**config.mk**
```make
export PLATFORM = sky130hd
export DESIGN_NAME = nfc_frame_deframer
export DESIGN_NICKNAME = d
export VERILOG_FILES = /design/src/rtl/nfcd_pkg.sv /design/src/rtl/nfc_frame_deframer.sv /design/src/rtl/nfcd_in_reg.sv /design/src/rtl/nfcd_parser.sv /design/src/rtl/nfcd_out_reg.sv
export SDC_FILE = /design/constraint.sdc
export NUM_CORES = 1
export LEC_CHECK = 0
export BUFFER_PORTS_ARGS = -buffer_cell sky130_fd_sc_hd__buf_4
export CAP_MARGIN = 20
export CORE_MARGIN = 2
export CORE_UTILIZATION = 38
export CTS_CLUSTER_DIAMETER = 50
export DETAILED_ROUTE_END_ITERATION = 10
export PLACE_DENSITY = 0.52
export SLEW_MARGIN = 20
export SYNTH_ARGS = -nofsm -noshare
export SYNTH_HDL_FRONTEND = slang
export SYNTH_SLANG_ARGS = --single-unit
```
**constraint.sdc**
```tcl
create_clock -name i_clk -period 4.65 [get_ports i_clk]
set_input_delay 0.2325 -clock i_clk [delete_from_list [all_inputs] [get_ports i_clk]]
set_output_delay 0.2325 -clock i_clk [all_outputs]
set_load 0.02 [all_outputs]
```
**src/rtl/nfcd_pkg.sv**
```systemverilog
`timescale 1ns / 1ps

package nfcd_pkg;

    localparam logic [7:0] PREAMBLE_BYTE = 8'h00;
    localparam logic [7:0] START0_BYTE   = 8'h00;
    localparam logic [7:0] START1_BYTE   = 8'hFF;
    localparam logic [7:0] LIMIT_RESET   = 8'd254;

    localparam logic [1:0] KIND_TFI     = 2'd0;
    localparam logic [1:0] KIND_PAYLOAD = 2'd1;
    localparam logic [1:0] KIND_GOOD    = 2'd2;
    localparam logic [1:0] KIND_ERROR   = 2'd3;

    localparam logic [2:0] ERR_NONE     = 3'd0;
    localparam logic [2:0] ERR_PREAMBLE = 3'd1;
    localparam logic [2:0] ERR_START    = 3'd2;
    localparam logic [2:0] ERR_LCS      = 3'd3;
    localparam logic [2:0] ERR_LENGTH   = 3'd4;
    localparam logic [2:0] ERR_DCS      = 3'd5;

    typedef struct packed {
        logic [1:0] kind;
        logic [7:0] data_byte;
        logic [7:0] payload_count;
        logic [2:0] error_code;
    } t_result;

endpackage

```
**src/rtl/nfc_frame_deframer.sv**
```systemverilog
`timescale 1ns / 1ps

// NFC normal information frame parser. One received byte is taken per request on the
// input channel, and a new byte may be taken in every cycle unless a result waits on
// a full output register: each byte sits in an input register, the frame state machine
// handles it in that cycle, and any result lands in an output register, so a result is
// presented in the cycle after the state machine takes its byte at the earliest. TFI
// and payload bytes come out as they arrive, the postamble gives frame good or a data
// checksum error, and every failed check gives an error and restarts the preamble
// hunt. Header bytes that pass produce no result. Write payload_limit only while idle.
module nfc_frame_deframer (
    input  logic       i_clk,
    input  logic       i_rst_n,
    input  logic       i_cfg_wr_en,
    input  logic [7:0] i_cfg_wr_data,
    input  logic       i_in_valid,
    output logic       o_in_ready,
    input  logic [7:0] i_rx_byte,
    output logic       o_out_valid,
    input  logic       i_out_ready,
    output logic [1:0] o_kind,
    output logic [7:0] o_data_byte,
    output logic [7:0] o_payload_count,
    output logic [2:0] o_error_code
);
    import nfcd_pkg::*;

    logic       stage_valid;
    logic [7:0] stage_byte;
    logic       take;
    logic       has_result;
    logic       out_space;
    t_result    result;
    t_result    out_result;

    assign take = stage_valid && (!has_result || out_space);

    nfcd_in_reg u_in_reg (
        .i_clk   (i_clk),
        .i_rst_n (i_rst_n),
        .i_valid (i_in_valid),
        .o_ready (o_in_ready),
        .i_byte  (i_rx_byte),
        .o_valid (stage_valid),
        .o_byte  (stage_byte),
        .i_take  (take)
    );

    nfcd_parser u_parser (
        .i_clk         (i_clk),
        .i_rst_n       (i_rst_n),
        .i_cfg_wr_en   (i_cfg_wr_en),
        .i_cfg_wr_data (i_cfg_wr_data),
        .i_byte        (stage_byte),
        .i_take        (take),
        .o_has_result  (has_result),
        .o_result      (result)
    );

    nfcd_out_reg u_out_reg (
        .i_clk    (i_clk),
        .i_rst_n  (i_rst_n),
        .i_valid  (stage_valid && has_result),
        .o_ready  (out_space),
        .i_result (result),
        .o_valid  (o_out_valid),
        .i_ready  (i_out_ready),
        .o_result (out_result)
    );

    assign o_kind          = out_result.kind;
    assign o_data_byte     = out_result.data_byte;
    assign o_payload_count = out_result.payload_count;
    assign o_error_code    = out_result.error_code;

    // error results carry a nonzero code and nothing else
    assert property (@(posedge i_clk) disable iff (!i_rst_n)
        o_out_valid && o_kind == KIND_ERROR |->
            o_error_code != ERR_NONE && o_data_byte == 8'd0 && o_payload_count == 8'd0)
        else $error("error result without code");

    // data and good results carry no error code
    assert property (@(posedge i_clk) disable iff (!i_rst_n)
        o_out_valid && o_kind != KIND_ERROR |-> o_error_code == ERR_NONE)
        else $error("error code on non-error result");

    // data bytes never report a payload count
    assert property (@(posedge i_clk) disable iff (!i_rst_n)
        o_out_valid && (o_kind == KIND_TFI || o_kind == KIND_PAYLOAD) |->
            o_payload_count == 8'd0)
        else $error("payload count on data byte");

    // a byte is only consumed when its result has room
    assert property (@(posedge i_clk) disable iff (!i_rst_n)
        take && has_result |-> out_space)
        else $error("result dropped");

endmodule

```
**src/rtl/nfcd_in_reg.sv**
```systemverilog
`timescale 1ns / 1ps

module nfcd_in_reg (
    input  logic       i_clk,
    input  logic       i_rst_n,
    input  logic       i_valid,
    output logic       o_ready,
    input  logic [7:0] i_byte,
    output logic       o_valid,
    output logic [7:0] o_byte,
    input  logic       i_take
);
    import nfcd_pkg::*;

    logic       r_valid;
    logic [7:0] r_byte;

    assign o_ready = !r_valid || i_take;
    assign o_valid = r_valid;
    assign o_byte  = r_byte;

    always_ff @(posedge i_clk) begin
        if (!i_rst_n) begin
            r_valid <= 1'b0;
        end else if (o_ready) begin
            r_valid <= i_valid;
        end
    end

    always_ff @(posedge i_clk) begin
        if (o_ready && i_valid) begin
            r_byte <= i_byte;
        end
    end

endmodule

```
**src/rtl/nfcd_parser.sv**
```systemverilog
`timescale 1ns / 1ps

module nfcd_parser (
    input  logic             i_clk,
    input  logic             i_rst_n,
    input  logic             i_cfg_wr_en,
    input  logic [7:0]       i_cfg_wr_data,
    input  logic [7:0]       i_byte,
    input  logic             i_take,
    output logic             o_has_result,
    output nfcd_pkg::t_result o_result
);
    import nfcd_pkg::*;

    localparam logic [2:0] PH_HUNT = 3'd0;
    localparam logic [2:0] PH_SC0  = 3'd1;
    localparam logic [2:0] PH_SC1  = 3'd2;
    localparam logic [2:0] PH_LEN  = 3'd3;
    localparam logic [2:0] PH_LCS  = 3'd4;
    localparam logic [2:0] PH_BODY = 3'd5;
    localparam logic [2:0] PH_DCS  = 3'd6;
    localparam logic [2:0] PH_POST = 3'd7;

    logic [2:0] r_phase, n_phase;
    logic [7:0] r_frame_length, n_frame_length;
    logic [7:0] r_body_count, n_body_count;
    logic [7:0] r_running_sum, n_running_sum;
    logic [7:0] r_payload_limit;
    logic [7:0] sum_byte;
    logic [7:0] lcs_sum;
    logic [8:0] limit_plus_one;

    assign sum_byte       = r_running_sum + i_byte;
    assign lcs_sum        = r_frame_length + i_byte;
    assign limit_plus_one = {1'b0, r_payload_limit} + 9'd1;

    always_comb begin
        n_phase        = r_phase;
        n_frame_length = r_frame_length;
        n_body_count   = r_body_count;
        n_running_sum  = r_running_sum;
        o_has_result   = 1'b0;
        o_result       = '{kind: KIND_ERROR, data_byte: 8'd0,
                           payload_count: 8'd0, error_code: ERR_NONE};
        unique case (r_phase)
            PH_HUNT: begin
                if (i_byte != PREAMBLE_BYTE) begin
                    o_has_result        = 1'b1;
                    o_result.error_code = ERR_PREAMBLE;
                end else begin
                    n_phase = PH_SC0;
                end
            end
            PH_SC0: begin
                if (i_byte != START0_BYTE) begin
                    o_has_result        = 1'b1;
                    o_result.error_code = ERR_START;
                    n_phase             = PH_HUNT;
                end else begin
                    n_phase = PH_SC1;
                end
            end
            PH_SC1: begin
                if (i_byte != START1_BYTE) begin
                    o_has_result        = 1'b1;
                    o_result.error_code = ERR_START;
                    n_phase             = PH_HUNT;
                end else begin
                    n_phase = PH_LEN;
                end
            end
            PH_LEN: begin
                n_frame_length = i_byte;
                n_phase        = PH_LCS;
            end
            PH_LCS: begin
                if (lcs_sum != 8'd0) begin
                    o_has_result        = 1'b1;
                    o_result.error_code = ERR_LCS;
                    n_phase             = PH_HUNT;
                end else if (r_frame_length == 8'd0
                             || {1'b0, r_frame_length} > limit_plus_one) begin
                    o_has_result        = 1'b1;
                    o_result.error_code = ERR_LENGTH;
                    n_phase             = PH_HUNT;
                end else begin
                    n_body_count  = 8'd0;
                    n_running_sum = 8'd0;
                    n_phase       = PH_BODY;
                end
            end
            PH_BODY: begin
                o_has_result       = 1'b1;
                o_result.kind      = (r_body_count == 8'd0) ? KIND_TFI : KIND_PAYLOAD;
                o_result.data_byte = i_byte;
                n_running_sum      = sum_byte;
                n_body_count       = r_body_count + 8'd1;
                if (n_body_count == r_frame_length) begin
                    n_phase = PH_DCS;
                end
            end
            PH_DCS: begin
                n_running_sum = sum_byte;
                n_phase       = PH_POST;
            end
            PH_POST: begin
                o_has_result = 1'b1;
                n_phase      = PH_HUNT;
                if (r_running_sum != 8'd0) begin
                    o_result.error_code = ERR_DCS;
                end else begin
                    o_result.kind          = KIND_GOOD;
                    o_result.payload_count = r_frame_length - 8'd1;
                end
            end
            default: begin
                n_phase = PH_HUNT;
            end
        endcase
    end

    always_ff @(posedge i_clk) begin
        if (!i_rst_n) begin
            r_phase         <= PH_HUNT;
            r_frame_length  <= 8'd0;
            r_body_count    <= 8'd0;
            r_running_sum   <= 8'd0;
            r_payload_limit <= LIMIT_RESET;
        end else begin
            if (i_take) begin
                r_phase        <= n_phase;
                r_frame_length <= n_frame_length;
                r_body_count   <= n_body_count;
                r_running_sum  <= n_running_sum;
            end
            if (i_cfg_wr_en) begin
                r_payload_limit <= i_cfg_wr_data;
            end
        end
    end

endmodule

```
**src/rtl/nfcd_out_reg.sv**
```systemverilog
`timescale 1ns / 1ps

module nfcd_out_reg (
    input  logic              i_clk,
    input  logic              i_rst_n,
    input  logic              i_valid,
    output logic              o_ready,
    input  nfcd_pkg::t_result i_result,
    output logic              o_valid,
    input  logic              i_ready,
    output nfcd_pkg::t_result o_result
);
    import nfcd_pkg::*;

    logic    r_valid;
    t_result r_result;

    assign o_ready  = !r_valid || i_ready;
    assign o_valid  = r_valid;
    assign o_result = r_result;

    always_ff @(posedge i_clk) begin
        if (!i_rst_n) begin
            r_valid <= 1'b0;
        end else if (o_ready) begin
            r_valid <= i_valid;
        end
    end

    always_ff @(posedge i_clk) begin
        if (o_ready && i_valid) begin
            r_result <= i_result;
        end
    end

endmodule

```
=== Word-level counts from Yosys, hierarchy flattened ===
Index checks and enable logic that the tools add are counted.

* Add/sub/neg operators: 5
* $lt $le $gt $ge: 1
* Equality and inequality tests: 13
* Multiplexer cells: 26
* Bitwise gates (word level): 1
* Reductions and logical operators: 27

{| class="wikitable"
|+ Operator list
! operator !! number
|-
| $pmux 8 s2 || 2
|-
| $pmux 3 s8 || 1
|-
| $reduce_bool 8->1 || 3
|-
| $mux 3 || 7
|-
| $add 8x8->8 || 2
|-
| $logic_not 8->1 || 2
|-
| $mux 8 || 2
|-
| $pmux 3 s5 || 1
|-
| $eq 3x3->1 const B || 4
|-
| $add 8x1->9 const B || 1
|-
| $gt 8x9->1 || 1
|-
| $add 8x1->8 const B || 1
|-
| $eq 8x8->1 || 1
|-
| $mux 2 || 4
|-
| $ne 8x8->1 const B || 1
|-
| $reduce_and 4->1 || 2
|-
| $reduce_or 2->1 || 4
|-
| $sub 8x1->8 const B || 1
|-
| $mux 1 || 7
|-
| $eq 3x2->1 const B || 2
|-
| $ne 2x2->1 const B || 3
|-
| $logic_and 1x1->1 || 4
|-
| $logic_or 1x1->1 || 4
|-
| $pmux 1 s4 || 1
|-
| other kinds (9) || 12
|}

* Register bits after elaboration: 66
* Input port bits: 21
* Output and inout bits: 23
* Word-level logic and storage cells: 85

=== Depth between registers and ports, before layout ===
* Word-level depth: 11
* Mapped depth: 13
* Gate-level depth less buffers: 12

=== Cells and area by module ===
From an unflattened synthesis, not the netlist that was laid out.

* Cells, all modules: 439
* Area total of the unflattened synthesis: 4063.9 µm²

{| class="wikitable"
|+ Modules (own cells, without submodules)
! module !! times used !! cells each !! area an instance (µm²) !! seq. area each (µm²)
|-
| nfcd_parser || 1 || 397 || 3060.4 || 700.7
|-
| nfcd_out_reg || 1 || 26 || 688.2 || 650.6
|-
| nfcd_in_reg || 1 || 13 || 297.8 || 260.2
|-
| nfc_frame_deframer || 1 || 3 || 17.5 || 0.0
|}

=== Worst setup path after synthesis ===
OpenSTA, ideal clock, no wires.

* Kind: register -> register
* From: reg u_parser.r_payload_limit[0]
* To: reg u_out_reg.r_result (netlist bit u_out_reg.o_result[0]) (enable)
* Setup time: 0.401 ns
* Arrival: 2.984 ns
* Slack: 1.265 ns
* Cell stages (with the launch flop): 12
* Buffers on the path: 0
* Cell sequence: dfxtp_1 > ha_1 > and3_1 > nand3_1 > xor2_1 > ha_1 > a21o_1 > a22oi_1 > a32oi_1 > a21oi_1 > a21oi_1 > nor2b_1

* Longest elaborated chain between the ends: 8

{| class="wikitable"
|+ Ends and longest elaborated chain
! element !! RTL line !! RTL
|-
| from (decl) || nfcd_parser.sv:28 || <nowiki>logic [7:0] r_payload_limit;</nowiki>
|-
| from (signal assigned) || nfcd_parser.sv:137 || <nowiki>r_payload_limit <= i_cfg_wr_data;</nowiki>
|-
| $add 8x1->9 || nfcd_parser.sv:35 || <nowiki>assign limit_plus_one = {1'b0, r_payload_limit} + 9'd1;</nowiki>
|-
| $gt 8x9->1 || nfcd_parser.sv:82 || <nowiki>|| {1'b0, r_frame_length} > limit_plus_one) begin</nowiki>
|-
| $logic_or 1x1->1 || nfcd_parser.sv:82 ||
|-
| $mux 1 || nfcd_parser.sv:81 || <nowiki>end else if (r_frame_length == 8'd0</nowiki>
|-
| $mux 1 || nfcd_parser.sv:77 || <nowiki>if (lcs_sum != 8'd0) begin</nowiki>
|-
| $pmux 1 s4 || nfcd_parser.sv:45 || <nowiki>unique case (r_phase)</nowiki>
|-
| $logic_and 1x1->1 || nfc_frame_deframer.sv:63 || <nowiki>.i_valid (stage_valid && has_result),</nowiki>
|-
| $logic_and 1x1->1 || nfcd_out_reg.sv:31 || <nowiki>if (o_ready && i_valid) begin</nowiki>
|-
| to (signal assigned) || nfcd_out_reg.sv:32 || <nowiki>r_result <= i_result;</nowiki>
|-
| to (decl) || nfcd_out_reg.sv:16 || <nowiki>t_result r_result;</nowiki>
|}

No other way between the ends.
A chain may end at the register's enable or synchronous reset.

=== Worst setup path in the final report ===
* From: reg u_in_reg.r_byte[0] (netlist: u_in_reg.o_byte[0])
* To: reg u_in_reg.r_byte[7] (netlist: u_in_reg.o_byte[7]) (enable)

* Longest elaborated chain between the ends: 9

{| class="wikitable"
|+ Ends and longest elaborated chain
! element !! RTL line !! RTL
|-
| from (decl) || nfcd_in_reg.sv:16 || <nowiki>logic [7:0] r_byte;</nowiki>
|-
| from (signal assigned) || nfcd_in_reg.sv:32 || <nowiki>r_byte <= i_byte;</nowiki>
|-
| $add 8x8->8 || nfcd_parser.sv:34 || <nowiki>assign lcs_sum = r_frame_length + i_byte;</nowiki>
|-
| $reduce_bool 8->1 || nfcd_parser.sv:77 ||
|-
| $mux 1 || nfcd_parser.sv:77 ||
|-
| $pmux 1 s4 (*) || nfcd_parser.sv:45 ||
|-
| $logic_not 1->1 (*) || nfc_frame_deframer.sv:36 || <nowiki>assign take = stage_valid && (!has_result || out_space);</nowiki>
|-
| $logic_or 1x1->1 (*) || nfc_frame_deframer.sv:36 ||
|-
| $logic_and 1x1->1 (*) || nfc_frame_deframer.sv:36 ||
|-
| $logic_or 1x1->1 (*) || nfcd_in_reg.sv:18 || <nowiki>assign o_ready = !r_valid || i_take;</nowiki>
|-
| $logic_and 1x1->1 (*) || nfcd_in_reg.sv:31 || <nowiki>if (o_ready && i_valid) begin</nowiki>
|}

Mark *: on every way between the ends. The rest lies on a longest branch, timed or not.

==> results.txt <==
----------------------------------------------------
[Drt]
  First-pass DRT Iterations ... 4
  Via Count ... 3,306
  Number of nets with antenna violations after routing ... 0
  Number of remaining DRC errors ... 0
  Post-detailed-route via-to-cell ratio ... 5.38
  Routed wire per std cell ... 16.5 um
  Routed wire length ... 10,100 um
  Number of design-rule violations left by the first detailed-router iteration ... 161

[Floorplanning]
  Area of the core ... 0.0104 mm^2
  DIE AREA ... 0.0115 mm^2
  Initial Util ... 0.392
  Placement row count ... 37
  Vert. Die Dim ... 107 um
  Die extent in x ... 107 um
  Number of ports placed on the die boundary ... 44

[Global routing]
  Wire length of the first global-routing pass ... 16,600 um
  Grt ovf ... 0
  Vias in the first global route ... 3,251
  Antenna violations before repair ... 0
  GRT Resource Usage Total ... 0.188
  Pin count of the biggest net entering global routing ... 50

[Critical path]
  Class of the most critical setup path ... register to register
  Worst endpoint required time ... 4.64 ns
  CP endpoint kind ... register
  Reg-to-reg critical path startpoint ... u_in_reg.o_byte[0]
  Maximum fanout along the worst path ... 8
  Type of element launching the critical path ... register
  Endpoint of the worst register-to-register path ... u_in_reg.o_byte[7]
  Cells on worst reg2reg path ... 9
  Setup slack of the most critical reg-to-reg path ... 0.78 ns
  Data arrival time of the worst path ... 3.86 ns

[Cells and area]
  Layout filler cell count ... 1,005
  Post-route cell area ... 0.00479 mm^2
  Fraction of final layout cells sized beyond drive strength 1 ... 0.159
  Final cell count without fillers ... 614
  Growth of design area from synthesis to finish ... 17.9%
  Antenna diode count ... 0
  Nets ... 522

[Clock tree]
  Setup Fix Bufs, Post-CTS ... 0
  Skew-Pair Late Insertion Delay ... 0.35 ns
  CTS buffer count ... 9
  Clk root buf ... clkbuf_8
  Buffer depth of the longest clock path ... 2
  Gates resized, CTS repair ... 0
  Clk pin slew, worst setup/hold paths ... 0.07 ns
  CTS tree ... done
  Clk sinks ... 66
  Quantity of hold-fixing buffers added after cts ... 0
  # H-tree levels ... 3

[Min path]
  Worst Hold End ... u_in_reg.o_byte[5]
  Min-Delay Startpoint ... i_rx_byte[5]
  Worst Hold Path Cells ... 1
  Hold/Removal Path Class ... input port to register

[STA]
  Achievable clock frequency ... 258 MHz
  Transition time at the pin with the least slew margin ... 0.702 ns
  Setup repair after global routing missed its margin ... false
  Worst relative slew slack ... 0.531
  Minimum clock period ... 3.87 ns
  Count of endpoints failing setup in the final report ... 0
  Worst clock skew ... 0.0135 ns
  Number of max-slew violations in the final report ... 0
  Setup TNS ... 0 ns
  Hold Vio Cnt, Final ... 0
  Final Cycle Share ... 0.833
  Worst hold slack across all endpoints ... 0.0538 ns

[Synth]
  Leading cell types by total area after synthesis ... edfxtp_1, dfxtp_1, ha_1
  Number of storage elements in the synthesis netlist ... 66
  Number of flops mapped to enable cells by yosys ... 29
  Number of unique standard cell types used by synthesis ... 60
  Sequential share of the synthesized area ... 0.396
  Cell area after synthesis ... 0.00407 mm^2
  Yosys warning total ... 0
  Cell with the most instances after synthesis ... nand2_1
  Primary flip-flop cell chosen by synthesis mapping ... dfxtp_1
  Leading cell types by count after synthesis ... nand2_1, nor2_1, dfxtp_1
  Cells after Synth ... 432
  Synthesized area divided by synthesized cell count ... 9.41 um^2
  Synth area leader ... edfxtp_1
  Number of nets produced by synthesis ... 481
  Async set or reset register ratio after synthesis ... 0
  Top cell type's share of synthesized area ... 0.214

[Place]
  Port Buf Inserts ... 43
  Detailed Place HPWL ... 7230 um
  Total placed instance area ... 0.00454 mm^2
  Global placement routability congestion ... 0.871
  Cell Count Post-Placement ... 598

[Outcome]
  Status ... completed

[Power and ir drop]
  Cell Pwr Density ... 281 mW/mm^2
  Leakage ... 1.93 nW
  Final Total Pwr ... 1.35 mW
  VDD IR max ... 0.000144 V

[Flow run]
  Max_cap viols ... 0

----------------------------------------------------
-- layout make-up --
class,count,area (um^2),area share
multi-input cells,330,2320,0.485
clock buffers,10,138,0.0287
repair buffers,50,375,0.0783
inverters,16,60.1,0.0125
flip-flops and latches,66,1610,0.336
well taps,136,170,0.0355
clock inverters,6,114,0.0238
-- sequential cells by signal, indices dropped and copies added (netlist names) --
| signal | cells |
|---|---|
| u_parser.r_payload_limit | 8 |
| u_parser.r_phase | 3 |
| u_out_reg.o_valid | 1 |
| u_out_reg.o_result | 21 |
| u_parser.r_running_sum | 8 |
| u_parser.r_frame_length | 8 |
| u_parser.r_body_count | 8 |
| u_in_reg.o_valid | 1 |
| u_in_reg.o_byte | 8 |
-- metrics by stage --
step / worst slack (ns) / util
2_1_floorplan: 1.26 / -
3_5_place_dp: 0.762 / 0.438
6_report: 0.776 / 0.462
4_1_cts: 0.735 / 0.462
5_1_grt: 0.487 / 0.462
3_3_place_gp: 0.891 / 0.438
-- per-layer routing --
| metal | track usage | vias to the layer above | wire (um) |
|---|---|---|---|
| met2 | 0.302 | 79 | 4640 |
| met5 | 0 | - | 0 |
| li1 | - | 1652 | - |
| met3 | 0.0345 | 13 | 485 |
| met4 | 0.0595 | 0 | 145 |
| met1 | 0.256 | 1562 | 4840 |
-- cell usage in the layout (no fill, tap or decap), drive strengths merged, types with 5 or more instances in the layout --
cell type,n
nor3,9
xnor2,21
clkbuf,10
a21oi,12
nand4,9
or4,5
xor2,12
buf,50
dfxtp,37
and3,14
or3,5
inv,15
o21ai,13
a21o,6
mux2i,23
ha,26
nand2,55
nor2b,9
nand3,8
edfxtp,29
nor2,38
-- worst max-delay path: stages (launching register included) --
cell       delay (ns)
edfxtp_1         0.49
ha_1             0.29
fa_1             0.44
a21o_1           0.19
a2111oi_1        0.40
o22ai_1          0.19
a2111oi_4        0.56
a21oi_1          0.20
and2_1           0.21
nor2b_1          0.54
-- report_power, final --
part	internal [mW]	total, mW	switching (mW)
registers	0.620	0.637	0.0175
logic	0.0461	0.104	0.0579
clock network	0.371	0.605	0.234
-- worst max-delay path by stage --
stage                                            from               endpoint  slack (ns)
after global placement             u_in_reg.o_byte[0]     u_in_reg.o_byte[3]        0.89
after global routing               u_in_reg.o_byte[0]     u_in_reg.o_byte[7]        0.49
after CTS                          u_in_reg.o_byte[0]     u_in_reg.o_byte[7]        0.73
after floorplan           u_parser.r_payload_limit[0]  u_out_reg.o_result[0]        1.26
after detailed placement           u_in_reg.o_byte[0]     u_in_reg.o_byte[6]        0.76
final                              u_in_reg.o_byte[0]     u_in_reg.o_byte[7]        0.78
-- cells by family after synthesis --
kind of cell | count (synthesis) | share of synthesized area
buf+inv | 36 | 0.0342
compound gates | 73 | 0.138
flops | 66 | 0.396
fa+ha+maj | 28 | 0.0898
simple gates | 173 | 0.214
xor+xnor | 33 | 0.0711
mux | 23 | 0.0566
Note: power is estimated with default switching activity, not from simulation.
